--- config.mk ---
export PLATFORM = sky130hd
export DESIGN_NAME = murmurhash2_stream
export DESIGN_NICKNAME = d
export VERILOG_FILES = /design/src/mh2_pkg.sv /design/src/mh2_front.sv /design/src/mh2_queue.sv /design/src/mh2_back.sv /design/src/murmurhash2_stream.sv
export VERILOG_INCLUDE_DIRS = /design/src /design/src/src
export SDC_FILE = /design/constraint.sdc
export NUM_CORES = 2
export LEC_CHECK = 0
export ABC_AREA = 1
export BUFFER_PORTS_ARGS = -buffer_cell sky130_fd_sc_hd__buf_4
export CAP_MARGIN = 20
export CORE_MARGIN = 2
export CORE_UTILIZATION = 30
export DETAILED_ROUTE_END_ITERATION = 8
export PLACE_DENSITY = 0.41
export SLEW_MARGIN = 40
export SYNTH_ARGS = -nofsm -noshare
export SYNTH_HDL_FRONTEND = slang
export SYNTH_HIERARCHICAL = 1
export SYNTH_SLANG_ARGS = --single-unit
--- constraint.sdc ---
create_clock -name clk -period 9.59 [get_ports clk]
set_input_delay 0.4795 -clock clk [delete_from_list [all_inputs] [get_ports clk]]
set_output_delay 0.4795 -clock clk [all_outputs]
set_load 0.03 [all_outputs]
--- src/murmurhash2_stream_macros.svh ---
// ----------------------------------------------------------------------------
// murmurhash2 stream assertion macros
// shared concurrent assertion forms, clocked on clk with async reset
// ----------------------------------------------------------------------------
`ifndef MURMURHASH2_STREAM_MACROS_SVH
`define MURMURHASH2_STREAM_MACROS_SVH

// same-cycle implication
`define MH2_ASSERT_NOW(lbl, clk, rst_n, ante, cons, msg) \
	lbl: assert property (@(posedge clk) disable iff (!rst_n) (ante) |-> (cons)) \
		else $error(msg);

// next-cycle implication
`define MH2_ASSERT_NEXT(lbl, clk, rst_n, ante, cons, msg) \
	lbl: assert property (@(posedge clk) disable iff (!rst_n) (ante) |=> (cons)) \
		else $error(msg);

`endif

--- src/mh2_pkg.sv ---
`timescale 1ns / 1ps
// ----------------------------------------------------------------------------
// mh2_pkg
// constants, queue entry type and multiply helper for the hash stream
// ----------------------------------------------------------------------------
package mh2_pkg;

	localparam logic [31:0] MIX_MUL     = 32'h5bd1_e995;
	localparam int unsigned MIX_SHIFT   = 24;
	localparam int unsigned FIN_SHIFT_A = 13;
	localparam int unsigned FIN_SHIFT_B = 15;
	localparam logic [31:0] SEED_RESET  = 32'h0000_0da0;

	typedef enum logic [1:0] {
		OP_NONE = 2'd0,
		OP_FULL = 2'd1,
		OP_TAIL = 2'd2
	} op_t;

	// one classified word on its way to the hash recurrence
	typedef struct packed {
		logic [31:0] key;
		op_t         op;
		logic [31:0] len;
		logic        last;
	} item_t;

	function automatic logic [31:0] mul32(input logic [31:0] a, input logic [31:0] b);
		logic [63:0] p;
		p = a * b;
		return p[31:0];
	endfunction

endpackage

--- src/mh2_front.sv ---
`timescale 1ns / 1ps
// ----------------------------------------------------------------------------
// mh2_front
// accepts words, classifies them and premixes full keys in three stages
// ----------------------------------------------------------------------------
module mh2_front #(
	parameter int QUEUE_DEPTH = 8
) (
	input  logic                             clk,
	input  logic                             arst_n,
	input  logic                             data_valid,
	output logic                             data_stall,
	input  logic [31:0]                      data_word,
	input  logic [2:0]                       valid_bytes,
	input  logic [31:0]                      total_length,
	input  logic                             last_word,
	input  logic [$clog2(QUEUE_DEPTH+1)-1:0] q_count,
	output logic                             push,
	output mh2_pkg::item_t                   push_item
);
	import mh2_pkg::*;

	localparam int CW = $clog2(QUEUE_DEPTH + 1);

	logic        v_s1, v_s2, v_s3;
	item_t       it_s1, it_s2, it_s3;
	logic        accept;
	op_t         op_in;
	logic [31:0] masked;
	logic [31:0] k_mid;
	logic [CW:0] credit_need;

	// a request is only taken when the queue has room for everything in flight
	assign credit_need = {1'b0, q_count} + (CW+1)'(v_s1) + (CW+1)'(v_s2) + (CW+1)'(v_s3);
	assign data_stall  = credit_need >= (CW+1)'(QUEUE_DEPTH);
	assign accept      = data_valid && !data_stall;

	always_comb begin
		masked = data_word;
		if (valid_bytes == 3'd0) begin
			op_in = OP_NONE;
		end else if (valid_bytes >= 3'd4) begin
			op_in = OP_FULL;
		end else begin
			op_in = OP_TAIL;
			unique case (valid_bytes)
				3'd1:    masked = data_word & 32'h0000_00ff;
				3'd2:    masked = data_word & 32'h0000_ffff;
				default: masked = data_word & 32'h00ff_ffff;
			endcase
		end
	end

	assign k_mid = it_s2.key ^ (it_s2.key >> MIX_SHIFT);

	always_ff @(posedge clk or negedge arst_n) begin
		if (!arst_n) begin
			v_s1 <= 1'b0;
			v_s2 <= 1'b0;
			v_s3 <= 1'b0;
		end else begin
			v_s1 <= accept;
			v_s2 <= v_s1;
			v_s3 <= v_s2;
		end
	end

	always_ff @(posedge clk) begin
		it_s1.key  <= masked;
		it_s1.op   <= op_in;
		it_s1.len  <= total_length;
		it_s1.last <= last_word;

		it_s2.op   <= it_s1.op;
		it_s2.len  <= it_s1.len;
		it_s2.last <= it_s1.last;
		it_s2.key  <= (it_s1.op == OP_FULL) ? mul32(it_s1.key, MIX_MUL) : it_s1.key;

		it_s3.op   <= it_s2.op;
		it_s3.len  <= it_s2.len;
		it_s3.last <= it_s2.last;
		it_s3.key  <= (it_s2.op == OP_FULL) ? mul32(k_mid, MIX_MUL) : it_s2.key;
	end

	assign push      = v_s3;
	assign push_item = it_s3;

endmodule

--- src/mh2_queue.sv ---
`timescale 1ns / 1ps
// ----------------------------------------------------------------------------
// mh2_queue
// small register queue between the premix pipeline and the hash recurrence
// ----------------------------------------------------------------------------
`include "murmurhash2_stream_macros.svh"

module mh2_queue #(
	parameter int QUEUE_DEPTH = 8
) (
	input  logic                             clk,
	input  logic                             arst_n,
	input  logic                             push,
	input  mh2_pkg::item_t                   push_item,
	input  logic                             pop,
	output logic                             q_nonempty,
	output logic [$clog2(QUEUE_DEPTH+1)-1:0] q_count,
	output mh2_pkg::item_t                   head_item
);
	import mh2_pkg::*;

	localparam int PW = (QUEUE_DEPTH > 1) ? $clog2(QUEUE_DEPTH) : 1;
	localparam int CW = $clog2(QUEUE_DEPTH + 1);

	item_t         mem [QUEUE_DEPTH];
	logic [PW-1:0] wr_ptr_q, rd_ptr_q;
	logic [CW-1:0] count_q;

	function automatic logic [PW-1:0] next_ptr(input logic [PW-1:0] p);
		return (p == PW'(QUEUE_DEPTH - 1)) ? '0 : p + PW'(1);
	endfunction

	always_ff @(posedge clk) begin
		if (push) begin
			mem[wr_ptr_q] <= push_item;
		end
	end

	always_ff @(posedge clk or negedge arst_n) begin
		if (!arst_n) begin
			wr_ptr_q <= '0;
			rd_ptr_q <= '0;
			count_q  <= '0;
		end else begin
			if (push) begin
				wr_ptr_q <= next_ptr(wr_ptr_q);
			end
			if (pop) begin
				rd_ptr_q <= next_ptr(rd_ptr_q);
			end
			if (push && !pop) begin
				count_q <= count_q + CW'(1);
			end else if (pop && !push) begin
				count_q <= count_q - CW'(1);
			end
		end
	end

	assign q_nonempty = count_q != '0;
	assign q_count    = count_q;
	assign head_item  = mem[rd_ptr_q];

	`MH2_ASSERT_NOW(a_no_overflow, clk, arst_n, push, (count_q != CW'(QUEUE_DEPTH)) || pop, "queue overflow")
	`MH2_ASSERT_NOW(a_no_underflow, clk, arst_n, pop, count_q != '0, "queue underflow")
	`MH2_ASSERT_NOW(a_count_bound, clk, arst_n, 1'b1, count_q <= CW'(QUEUE_DEPTH), "queue count out of range")

endmodule

--- src/mh2_back.sv ---
`timescale 1ns / 1ps
// ----------------------------------------------------------------------------
// mh2_back
// running hash recurrence, finalization mix and output register
// ----------------------------------------------------------------------------
`include "murmurhash2_stream_macros.svh"

module mh2_back (
	input  logic           clk,
	input  logic           arst_n,
	input  logic           seed_we,
	input  logic [31:0]    seed_wdata,
	input  logic           q_nonempty,
	input  mh2_pkg::item_t head_item,
	output logic           pop,
	output logic           hash_valid,
	input  logic           hash_stall,
	output logic [31:0]    hash_value
);
	import mh2_pkg::*;

	logic [31:0] seed_q;
	logic [31:0] h_q;
	logic        in_msg_q;
	logic        fin_v_q;
	logic [31:0] fin_q;
	logic        out_v_q;
	logic [31:0] out_q;

	logic        fin_go;
	logic [31:0] base;
	logic [31:0] mul_a;
	logic [31:0] prod;
	logic [31:0] h_new;
	logic [31:0] fin_mix;
	logic [31:0] fin_prod;

	assign fin_go = fin_v_q && (!out_v_q || !hash_stall);
	assign pop    = q_nonempty && (!fin_v_q || fin_go);

	// first word of a message starts from seed xor length
	assign base  = in_msg_q ? h_q : (seed_q ^ head_item.len);
	assign mul_a = (head_item.op == OP_TAIL) ? (base ^ head_item.key) : base;
	assign prod  = mul32(mul_a, MIX_MUL);

	always_comb begin
		unique case (head_item.op)
			OP_FULL: h_new = prod ^ head_item.key;
			OP_TAIL: h_new = prod;
			default: h_new = base;
		endcase
	end

	assign fin_mix  = fin_q ^ (fin_q >> FIN_SHIFT_A);
	assign fin_prod = mul32(fin_mix, MIX_MUL);

	always_ff @(posedge clk or negedge arst_n) begin
		if (!arst_n) begin
			seed_q   <= SEED_RESET;
			h_q      <= '0;
			in_msg_q <= 1'b0;
			fin_v_q  <= 1'b0;
			out_v_q  <= 1'b0;
		end else begin
			if (seed_we) begin
				seed_q <= seed_wdata;
			end
			if (pop) begin
				if (head_item.last) begin
					h_q      <= '0;
					in_msg_q <= 1'b0;
				end else begin
					h_q      <= h_new;
					in_msg_q <= 1'b1;
				end
			end
			if (pop && head_item.last) begin
				fin_v_q <= 1'b1;
			end else if (fin_go) begin
				fin_v_q <= 1'b0;
			end
			if (fin_go) begin
				out_v_q <= 1'b1;
			end else if (!hash_stall) begin
				out_v_q <= 1'b0;
			end
		end
	end

	always_ff @(posedge clk) begin
		if (pop && head_item.last) begin
			fin_q <= h_new;
		end
		if (fin_go) begin
			out_q <= fin_prod ^ (fin_prod >> FIN_SHIFT_B);
		end
	end

	assign hash_valid = out_v_q;
	assign hash_value = out_q;

	`MH2_ASSERT_NOW(a_fin_not_lost, clk, arst_n, pop && fin_v_q, fin_go, "finaliser overwritten")
	`MH2_ASSERT_NEXT(a_msg_closed, clk, arst_n, pop && head_item.last, !in_msg_q && (h_q == '0), "hash not cleared after last word")
	`MH2_ASSERT_NEXT(a_out_from_fin, clk, arst_n, !out_v_q && !fin_v_q, !out_v_q, "result without finalisation")

endmodule

--- src/murmurhash2_stream.sv ---
`timescale 1ns / 1ps
// ----------------------------------------------------------------------------
// murmurhash2_stream
// 32-bit murmurhash2 of messages streamed as little-endian words
// ----------------------------------------------------------------------------
// usage:
//  - input channel data_valid/data_stall carries one word per request with
//    valid_bytes, total_length (sampled on a message's first word) and
//    last_word; an empty message is one last word with zero valid bytes
//  - output channel hash_valid/hash_stall carries one hash_value per message,
//    produced by its last word
//  - seed_we/seed_wdata writes the seed; write it only while the block is idle
//  - hash_valid rises once a last word passes premix, queue and finaliser
//  - throughput: one word per cycle unless stalled; a three-stage key premix
//    feeds a QUEUE_DEPTH-entry queue; the hash takes one multiply per cycle
//  - data_stall rises when the queue plus the premix stages would be full
//  - a stalled receiver holds the result register, then the finaliser, then
//    the queue, and finally the input side stalls
//  - reset clears all valid state and loads the seed with 0xda0
// ----------------------------------------------------------------------------
module murmurhash2_stream #(
	parameter int QUEUE_DEPTH = 8
) (
	input  logic        clk,
	input  logic        arst_n,
	input  logic        seed_we,
	input  logic [31:0] seed_wdata,
	input  logic        data_valid,
	output logic        data_stall,
	input  logic [31:0] data_word,
	input  logic [2:0]  valid_bytes,
	input  logic [31:0] total_length,
	input  logic        last_word,
	output logic        hash_valid,
	input  logic        hash_stall,
	output logic [31:0] hash_value
);
	import mh2_pkg::*;

	localparam int CW = $clog2(QUEUE_DEPTH + 1);

	logic          push;
	item_t         push_item;
	logic          pop;
	logic          q_nonempty;
	logic [CW-1:0] q_count;
	item_t         head_item;

	mh2_front #(
		.QUEUE_DEPTH(QUEUE_DEPTH)
	) u_front (
		.clk         (clk),
		.arst_n      (arst_n),
		.data_valid  (data_valid),
		.data_stall  (data_stall),
		.data_word   (data_word),
		.valid_bytes (valid_bytes),
		.total_length(total_length),
		.last_word   (last_word),
		.q_count     (q_count),
		.push        (push),
		.push_item   (push_item)
	);

	mh2_queue #(
		.QUEUE_DEPTH(QUEUE_DEPTH)
	) u_queue (
		.clk       (clk),
		.arst_n    (arst_n),
		.push      (push),
		.push_item (push_item),
		.pop       (pop),
		.q_nonempty(q_nonempty),
		.q_count   (q_count),
		.head_item (head_item)
	);

	mh2_back u_back (
		.clk       (clk),
		.arst_n    (arst_n),
		.seed_we   (seed_we),
		.seed_wdata(seed_wdata),
		.q_nonempty(q_nonempty),
		.head_item (head_item),
		.pop       (pop),
		.hash_valid(hash_valid),
		.hash_stall(hash_stall),
		.hash_value(hash_value)
	);

endmodule

Word level (Yosys, flattened, before mapping)
Memory sizes are Yosys's and may differ from the RTL's.
Index checks and enable logic that the tools add are counted.
{"block": "totals", "regBits": 345, "ram_bits": 536, "input_bits": 105, "output_inout_bits": 34, "wordCells": 93, "mem_count": 1}
{"block": "classes", "n_addsub": 7, "mul": 4, "magnitude_cmp": 2, "n_eq_ne": 9, "muxes": 21, "n_bitwise": 6, "n_reduce_logical": 18}
{"name": "u_queue.mem", "words": 8, "width": 67, "read_ports": 1, "rd_ports_with_merged_regs": 0, "write_ports": 1, "line": "mh2_queue.sv:25", "text": "item_t mem [QUEUE_DEPTH];"}
{"operator": "two-way mux 32 bit", "count": 7}
{"operator": "multiplier 32 x 31 -> 32 bit, second input constant", "count": 4}
{"operator": "XOR 32 bit", "count": 3}
{"operator": "one-hot mux 32 bit (2 select lines)", "count": 1}
{"operator": "one-hot mux 24 bit (2 select lines)", "count": 1}
{"operator": "XOR 32 x 17 -> 32 bit", "count": 1}
{"operator": "XOR 32 x 19 -> 32 bit", "count": 1}
{"operator": "XOR 32 x 8 -> 32 bit", "count": 1}
{"operator": "adder 5 x 1 -> 5 bit", "count": 2}
{"operator": "two-way mux 4 bit", "count": 2}
{"operator": "two-way mux 1 bit", "count": 7}
{"operator": "adder 3 x 1 -> 3 bit, second input constant", "count": 2}
{"operator": "equality test 2 x 1 -> 1 bit, second input constant", "count": 3}
{"operator": "equality test 3 bit, second input constant", "count": 2}
{"operator": "logical AND 1 bit", "count": 6}
{"operator": "logical NOT 1 bit", "count": 6}
{"operator": "two-way mux 3 bit", "count": 2}
{"operator": "adder 4 x 1 -> 5 bit", "count": 1}
{"operator": "greater-or-equal comparator 5 x 4 -> 1 bit, second input constant", "count": 1}
{"operator": "adder 4 x 1 -> 4 bit, second input constant", "count": 1}
{"operator": "nonzero test 2 bit", "count": 2}
{"operator": "nonzero test 4 bit", "count": 1}
{"operator": "subtractor 4 x 1 -> 4 bit, second input constant", "count": 1}
{"operator": "equality test 3 x 1 -> 1 bit, second input constant", "count": 1}
{"operator": "other kinds (7)", "count": 8}

Logic depth before layout (Yosys ltp)
An unclocked memory read counts as a cell.
{"block": "logic_depth", "ltp_word": 9, "ltp_mapped": 52, "depth_no_buf": 48}

Hierarchy
The synthesis kept the hierarchy.
{"module": "mh2_back", "instances": 1, "cells_each": 2872, "area_each_um2": 25276.7}
{"module": "mh2_front", "instances": 1, "cells_each": 2711, "area_each_um2": 24005.5}
{"module": "mh2_queue", "instances": 1, "cells_each": 2394, "area_each_um2": 23643.9}

Least setup slack after synthesis
No wires, ideal clock.
{"block": "synth_path", "path_kind": "register to register", "startpoint": "register u_queue.rd_ptr_q[0]", "endpoint": "register u_back.fin_q[29] (data pin)", "setup_ns": 0.255, "arrival_ns": 8.459, "required_time_ns": 9.335, "setup_slack_ns": 0.876, "stages_incl_launch_ff": 41, "n_path_buf": 7, "synth_period_minus_slack_ns": 8.714, "cell_sequence": "dfrtp_1 > buf_4 > buf_6 > buf_4 > nor2_1 > nor2_1 > nand2_1 > nand2_1 > nand2_1 > nand2_1 > inv_1 > ha_1 > buf_2 > buf_2 > buf_1 > clkbuf_1 > nand2_1 > xor2_1 > [5 not listed] > inv_1 > fa_1 > fa_1 > fa_1 > inv_1 > fa_1 > inv_1 > ha_1 > nand2_1 > nor4_1 > nand3_1 > nand3_1 > a31o_2 > or2_1 > nand2_1 > nand3_1 > nand3_1 > and2_1"}
{"element": "start: declaration", "line": "mh2_queue.sv:26", "text": "logic [PW-1:0] wr_ptr_q, rd_ptr_q;"}
{"element": "start signal: assignment", "line": "mh2_queue.sv:49", "text": "rd_ptr_q <= next_ptr(rd_ptr_q);"}
{"element": "end signal: assignment", "line": "mh2_back.sv:92", "text": "fin_q <= h_new;"}
{"element": "end: declaration", "line": "mh2_back.sv:26", "text": "logic [31:0] fin_q;"}

==> flow_summary.yaml <==
cells_and_area:
  multiInputGateArea_um2: 40630
  area_growth_pct: 13.66
  fin_nets: 9940
  fillers: 25080
  drive_above_1_share_pct: 6.981
  seq_area_um2: 24070
worst_setup_path:
  required_ns: 10.08
  critPathSlowestCell: "o21ai_0"
  path_max_fanout: 32
  crit_type: "reg -> reg"
  slowest_delay_ns: 0.58
  crit_top_cell: "fa_1"
  cp-start-kind: "flop"
  cp.arrival_ns: 9.59
  cp-end-kind: "flop"
synthesis:
  synth_edf_count: 600
  syn_inst: 7977
  syn_area_um2: 72930
  synth_area_leaders: "edfxtp_1 25%, fa_1 20%, ha_1 15%"
  synth_top_area_cell: "edfxtp_1"
  synth.avg_cell_area_um2: 9.142
  syn-num-nets: 9641
  synth_seq_cells: 881
  yosys_warnings: 6
  ys.flop_type: "edfxtp_1"
  ys_seq_area_share_pct: 32.98
  synthArstFlopShare_pct: 9.081
  yosysUniqueCellTypes: 67
  synthDominantCellAreaShare_pct: 24.71
timing:
  final_hold_viol_count: 0
  tightest_slew_ns: 0.8796
  finClkSkew_ns: 0.04520
  relSlewSlack_pct: 40.94
  min_period_ns: 9.099
  rsz0062_at_grt: "false"
  fin_crit_sh_pct: 94.88
  finalSetupTns_ns: 0
  finalSetupViolations: 0
  fmax_mhz: 109.9
  slew_viol_final: 0
floorplanning:
  initial_core_util_pct: 30.07
  die_y_um: 497.0
  io_pins: 139
  rows: 181
  core-area_um2: 242500
  die_x_um: 497.0
  dieArea_um2: 247000
route:
  first_pass_iters: 6
  vias: 50560
  drt-total-wl_mm: 227.6
  wl_per_cell_um: 19.67
  drc: 0
  ant_nets: 0
  viasPerCell: 4.368
  drtIter0Drc: 2687
global_routing:
  grt_max_degree: 110
  grt_pass1_wl_mm: 342.3
  grt_use_total_pct: 18.53
  grt_pass1_vias: 52480
  antenna_found_initial: 4
  grt_remaining_overflow: 0
cts:
  clock_latency_ns: 0.74
  numClockSinks: 881
  cts.clk_slew.worst_paths_ns: 0.06
  cts_max_path_buffers: 3
  cts_buffers: 103
  clockRootBuffer: "clkbuf_16"
  cts_tree: "yes"
  h-tree-depth: 3
hold_path:
  hp-class: "in -> reg"
place:
  dp_hpwl_mm: 175.9
  io_buffer_count: 138
  gp_congestion: 0.8877
run_status:
  status: "completed"
flow_run:
  drv_cap: 0
## cell usage in the layout (no fill, tap or decap), types with 162 or more instances in the layout
cell type / synthesis / final
buf_4: 16 / 238
nand2_1: 1661 / 1661
nand3_1: 162 / 162
ha_1: 848 / 847
o21ai_0: 176 / 174
fa_1: 711 / 711
edfxtp_1: 600 / 600
dfxtp_1: 201 / 196
inv_1: 1979 / 1978
nor2_1: 713 / 702
## synthesized netlist by cell type, types with 21 or more instances
cell type and number:
xor2_1 117, fa_1 711, clkbuf_1 44, nor2_1 713, xnor2_1 125, buf_2 63
ha_1 848, o21ai_0 176, nand2_1 1661, edfxtp_1 600, nand2_2 29, dfrtp_1 75
dfxtp_1 201, o21ai_1 21, a21oi_1 123, mux2_2 23, inv_1 1979, nand3_1 162
## critical path: cells and delay by family (launching register included)
kind	cells	cell delay (ns)
and+or+nand+nor	13	1.74
AOI/OAI and AO/OA	2	0.76
buffers and inverters	8	1.18
DFF	1	0.51
adders and majority gates	9	4.18
xor gates and xnor gates	2	0.45
## logic make-up (layout without fill, tap and decap cells)
family / after synthesis / count (layout) / synth area share, %
AO/OA/AOI/OAI: 440 / 440 / 3.521
XOR/XNOR: 243 / 243 / 2.929
buffers and inverters: 2152 / 2541 / 11.48
other: 0 / 7 / 0
flip-flops: 881 / 881 / 32.98
adder cells (fa/ha/maj): 1559 / 1559 / 34.07
AND/OR/NAND/NOR: 2679 / 2679 / 14.67
multiplexers: 23 / 23 / 0.3552
## sequential cells by signal, indices dropped and copies added (netlist names)
name,cells
u_queue/mem,536
u_front/it_s1,67
u_front/it_s2,67
u_front/push_item,67
u_back/fin_q,32
u_back/h_q,32
u_back/hash_value,32
u_back/seed_q,32
u_queue/q_count,4
u_queue/rd_ptr_q,3
u_queue/wr_ptr_q,3
u_back/fin_v_q,1
u_back/hash_valid,1
u_back/in_msg_q,1
u_front/push,1
u_front/v_s1,1
u_front/v_s2,1
## worst paths after layout
kind / to / startpoint / depth (start not counted) / slack (ns)
min reg2reg: u_front/push_item[31] / u_front/it_s2[31] / 0 / 0.31
max: u_back/fin_q[31] / u_queue/rd_ptr_q[1] / 34 / 0.49
min: u_back/seed_q[24] / seed_wdata[24] / 3 / 0.07
max in group asynchronous: u_back/seed_q[26] / arst_n / 3 / 8.05
max reg2reg: u_back/fin_q[31] / u_queue/rd_ptr_q[1] / 34 / 0.49
min in group asynchronous: u_front/v_s1 / arst_n / 2 / 0.31
## metal layers
| layer | GRT usage, % | vias up | routed length [um] |
|---|---|---|---|
| met3 | 1.406 | 180 | 6378 |
| met5 | 0 | - | 0 |
| met1 | 25.51 | 24780 | 107000 |
| met2 | 32.01 | 755 | 110100 |
| met4 | 3.454 | 0 | 4109 |
| li1 | - | 24850 | - |
## layout make-up
cell class | instances | share of cell area [%]
Tap cell | 3202 | 4.833
Sequential cell | 881 | 29.03
Timing Repair Buffer | 347 | 3.627
Multi-Input combinational cell | 4944 | 49.02
Antenna cell | 7 | 0.02113
Clock buffer | 157 | 3.638
Clock inverter | 38 | 0.7668
Inverter | 1999 | 9.061
## metrics by stage
stage	utilization, %	setup slack [ns]	hold WS (ns)	area [um^2]	cells
final	34.18	0.4907	0.07051	82890	11580
after global routing	34.17	0.02156	0.03644	82880	11570
after CTS	34.13	0.3035	0.008758	82790	11570
after detailed placement	32.25	0.3354	0.3121	78220	11280
after global placement	32.21	0.2596	0.3133	78110	11280
after floorplan	-	0.8763	0.1839	72930	7977
## timing repair
action / in CTS / in global routing
resized for setup: 0 / 3
hold endpoints to repair: 122 / 0
hold buffers: 91 / 0
setup endpoints to repair: 0 / 14
setup buffers: 0 / 2
Power is left out: the tool's default activity adds up to more than one toggle a clock period on the data nets, which glitch-free logic cannot reach.
